[src/hdl/rnps_pkg.sv]
// ----------------------------------------------------------------------------
// Route nearest point search package
// Shared widths, mode codes and the per-point record.
// ----------------------------------------------------------------------------
package rnps_pkg;

  localparam int unsigned MaxPointsDefault = 1024;
  localparam int unsigned LatW   = 31;
  localparam int unsigned LonW   = 32;
  localparam int unsigned HdgW   = 9;
  localparam int unsigned StepW  = 17;
  localparam int unsigned StepsW = 7;
  localparam int unsigned IdxW   = 10;
  localparam int unsigned DiffW  = 33;
  localparam int unsigned TolW   = StepW + StepsW;
  localparam int unsigned SqW    = 2 * TolW + 1;

  localparam logic [1:0] ModeClear  = 2'd0;
  localparam logic [1:0] ModeAppend = 2'd1;
  localparam logic [1:0] ModeQuery  = 2'd2;

  localparam logic CfgStep  = 1'b0;
  localparam logic CfgSteps = 1'b1;

  typedef struct packed {
    logic signed [LatW-1:0] lat;
    logic signed [LonW-1:0] lon;
    logic [HdgW-1:0]        hdg;
  } point_t;

endpackage

[src/hdl/rnps_cell.sv]
// ----------------------------------------------------------------------------
// Route nearest point search cell
// One stage of the scan chain: tests the candidate's squared distance
// against one tolerance round, then passes the candidate on.
// ----------------------------------------------------------------------------
module rnps_cell
  import rnps_pkg::*;
#(
  parameter int unsigned IW = 10
) (
  input  logic            clk_i,
  input  logic            rst_ni,
  input  logic            vld_i,
  input  logic [IW-1:0]   idx_i,
  input  logic            ok_i,
  input  logic [SqW-1:0]  d2_i,
  input  logic [SqW-1:0]  t2_i,
  input  logic [StepsW-1:0] k_i,
  output logic            vld_o,
  output logic [IW-1:0]   idx_o,
  output logic            ok_o,
  output logic [StepsW-1:0] k_o
);

  logic vld_q, ok_q;
  logic [IW-1:0] idx_q;
  logic [StepsW-1:0] k_q;

  always_ff @(posedge clk_i or negedge rst_ni) begin
    if (!rst_ni) begin
      vld_q <= 1'b0;
    end else begin
      vld_q <= vld_i;
    end
  end

  always_ff @(posedge clk_i) begin
    idx_q <= idx_i;
    ok_q  <= ok_i && (d2_i < t2_i);
    k_q   <= k_i;
  end

  assign vld_o = vld_q;
  assign idx_o = idx_q;
  assign ok_o  = ok_q;
  assign k_o   = k_q;

endmodule

[config.mk]
export PLATFORM = sky130hd
export DESIGN_NAME = rnps_cell
export DESIGN_NICKNAME = d
export VERILOG_FILES = /design/src/hdl/rnps_pkg.sv /design/src/hdl/rnps_cell.sv
export SDC_FILE = /design/constraint.sdc
export NUM_CORES = 1
export LEC_CHECK = 0
export ABC_AREA = 1
export BUFFER_PORTS_ARGS = -buffer_cell sky130_fd_sc_hd__buf_2
export CAP_MARGIN = 20
export CORE_MARGIN = 5
export CORE_UTILIZATION = 36
export DETAILED_ROUTE_END_ITERATION = 16
export PLACE_DENSITY = 0.82
export SLEW_MARGIN = 10
export SYNTH_ARGS = -nofsm -noshare
export SYNTH_HDL_FRONTEND = slang
export SYNTH_SLANG_ARGS = --single-unit
[constraint.sdc]
create_clock -name clk_i -period 0.8 [get_ports clk_i]
set_input_delay 0.04 -clock clk_i [delete_from_list [all_inputs] [get_ports clk_i]]
set_output_delay 0.04 -clock clk_i [all_outputs]
set_load 0.02 [all_outputs]
==> flow_results.org <==
** Final layout
- Final core area utilization :: 73.97%
- Cell Count, Final, Fillers Out :: roughly 480
- Relative to the synthesized area, the layout overhead comes to 96.99%.
- Final layout net count :: 578
- Cells with a size suffix above 1 make up between 50% and 60% of the layout.

** Timing
- Max-slew violations :: 0
- Worst hold slack after final layout :: 110.5 ps
- Final Hold Violating Endpoints :: 0
- Total of endpoints with negative setup slack in the final report :: 2
- Setup slack on the critical path of the routed design comes to -151.6 ps.
- Relative slew margins :: 85.63%
- Derived from the worst setup path, the maximum achievable clock frequency is about 1100 MHz.
- Setup repair after global routing missed its margin :: true
- Ratio of final minimum period to clock period :: 118.9%
- Final period demand of the worst path :: 951.6 ps
- For the pin with the worst max-slew slack, the measured transition is roughly 210 ps.

** Yosys
- By count the netlist is led by inv_1 (66), nand2_1 (57), ha_1 (48), dfxtp_1 (18), nor2_1 (18).
- The synthesized design spends more area on one cell type than any other, namely ha_1.
- Yosys instantiated no cell more often than inv_1.
- Flops & latches, synth :: 19
- Cells after Synth :: approximately 250
- Summed over its instances, the top area cell type makes up around 34% of the synthesized netlist area.
- In this run the cell area of the synthesized design comes to 1785 um^2.
- Number of flops mapped to enable cells by yosys :: 0
- Yosys printed 0 warnings.
- Most used flip-flop cell after synthesis :: dfxtp_1
- Avg Inst Size Synth :: 7.199 um^2
- Net count after synthesis :: 415
- Sequential-to-total area share from yosys stat :: 21.58%
- In this run, distinct cell masters in the synthesized netlist total 20.
- After synthesis, the share of flip-flops with an asynchronous set or reset is 5.263%.
- After synthesis, the cell types taking the most area are ha_1 (34%), dfxtp_1 (20%), inv_1 (14%).

** Outcome
- Violated checks :: setup timing
- Outcome :: complete, but fails checks

** Drt
- Overall routed net length :: 7037 um
- Summing over every cut layer, the via total after detailed routing is 2142.
- Post-detailed-route via-to-cell ratio :: around 4.5
- Post-route ant nets :: 0
- Initial DRT Pass Iterations :: 4
- WL per Instance :: about 15 um
- In this run, the number of DRC markers left after iteration 0 of detailed routing was between 100 and 150.
- For this run, design rule violations remaining after detail routing come to 0.

** Critical path
- By startpoint and endpoint, the worst setup path is classified as in2reg.
- Arrival time of the worst setup path :: between 1000 and 1500 ps
- Critical Path Start Type :: input port
- For the worst setup path, the data required time is ~950 ps.
- Largest fanout of any net on the critical path :: 3
- The worst setup path is captured at a register.

** Power
- For this design the ratio of total power to cell area is ~940 nW/um^2.
- VDD sags by at most between 700 and 800 uV.
- Leak pwr :: approximately 1.9 nW

** GRT
- Overall track demand over capacity in global routing :: around a fifth
- Initial antenna violation count :: 1
- The number of global-route vias before repair is approximately 2200.
- Entering global routing, the biggest net connects 12 pins.
- The first global-routing pass estimated approximately 9800 um of wire.
- Summed over all layers, the global routing overflow is 0.

** Floorplan
- Effective utilization at floorplan :: between 30% and 40%
- In this run the vertical extent of the chip is a little over 80 um.
- Overall die area :: roughly 6500 um^2
- Count of boundary I/O pins :: between 100 and 150
- Num rows :: 25
- Core outline area :: 4755 um^2
- In this run the horizontal extent of the chip is just over 80 um.

** Place
- During placement, the flow inserted port buffers numbering about 140.
- At the end of routability-driven placement, the weighted congestion stood at between 0.7 and 0.8.
- The HPWL after detailed placement is approximately 4600 um.
- Counting tap cells, the placed design contains a total of about 450 instances.

** Clock tree
- Clock root buffer :: clkbuf_8
- Number of buffers between clock root and the deepest sink :: 2
- TritonCTS Buffers :: 3
- TritonCTS built the clock tree.
- Counting every sink on the clock net gives 19.
- H-tree depth :: 1
- After clock tree synthesis, the clock-pin slew on the worst setup and hold paths is 70 ps.

** Run
- The tool flagged a number of max-cap violations equal to 0.

** Min path
- Type of the most critical hold path :: in2async
how the worst max path moves through the flow:
stage	start	cells after the start	endpoint	slack (ps)
after global placement	t2_i[24]	9	ok_o	-440
after global routing	t2_i[26]	12	ok_o	-230
final	d2_i[35]	9	ok_o	-150
after floorplan	t2_i[28]	9	ok_o	-210
after detailed placement	t2_i[28]	10	ok_o	-500
after CTS	t2_i[46]	10	ok_o	-90
per-layer routing:
metal,GRT usage (%),share of wire (%),vias up
met5,0,0,-
met4,5.743,1.8,0
met3,4.372,8.6,12
met2,40.48,56,95
met1,18.47,34,952
li1,-,-,1083
through the flow:
step	power (mW)	worst slack [ps]	instance area, um^2	TNS, ps
2_1_floorplan	1.685	-214.4	1962	-214.4
3_3_place_gp	2.134	-438.3	2746	-438.3
3_5_place_dp	2.182	-495.1	2746	-495.1
4_1_cts	3.135	-93.51	3359	-104.0
5_1_grt	3.556	-230.8	3517	-323.5
6_report	3.317	-151.6	3517	-186.9
final cells by class:
cell class                      count  area (um^2)
Antenna cell                        1        2.502
Fill cell                         352         1237
Multi-Input combinational cell    163         1598
Inverter                           66        272.8
Tap cell                           67        83.83
Clock buffer                        3        41.29
Timing Repair Buffer              158         1121
Clock inverter                      1        5.005
Sequential cell                    19        392.9
cell usage in the layout (no fill, tap or decap), types with 2 or more instances in the layout:
cell,n
nand2_1,51
dfxtp_1,12
nand2_2,5
buf_4,10
nand2_4,7
ha_1,20
a21o_1,4
a21oi_1,13
clkbuf_8,3
buf_2,96
inv_4,5
inv_1,43
nor2_4,4
buf_6,32
ha_4,28
a21oi_2,2
nor2_1,13
inv_2,17
nand3_2,4
dfxtp_2,6
nor2_2,5
dlygate4sd3_1,19
registers in the layout, indices dropped and copies added (netlist names):
name	count
idx_o	10
k_o	7
ok_o	1
vld_o	1
power breakdown:
part           internal (mW)  total, mW  switching [mW]
registers               1.00       1.03          0.0238
logic                  0.868       1.62           0.747
clock network          0.346      0.675           0.329
total                   2.22       3.32            1.10
repair_timing:
action | in CTS | in global routing
endpoints found under the setup margin | 2 | 14
pin swaps | 35 | 14
hold buffers | 19 | 0
hold endpoints to repair | 19 | 0
buffers inserted | 0 | 0
resized for setup | 69 | 39
cell families after synthesis:
logic type / share of synthesized area (%)
AOI/OAI and AO/OA: 6.798
DFF: 21.58
buffers and inverters: 13.88
and+or+nand+nor: 24.11
adders and majority gates: 33.64
worst max-delay path, cell delays in order:
cell and delay (ps):
buf_2 120, ha_4 270, nand2_2 60, nor2_2 90
nand3_2 100, nor2_4 180, nand3b_4 90, a21oi_2 110
nor2_1 50
(Power assumes the default switching activity.)
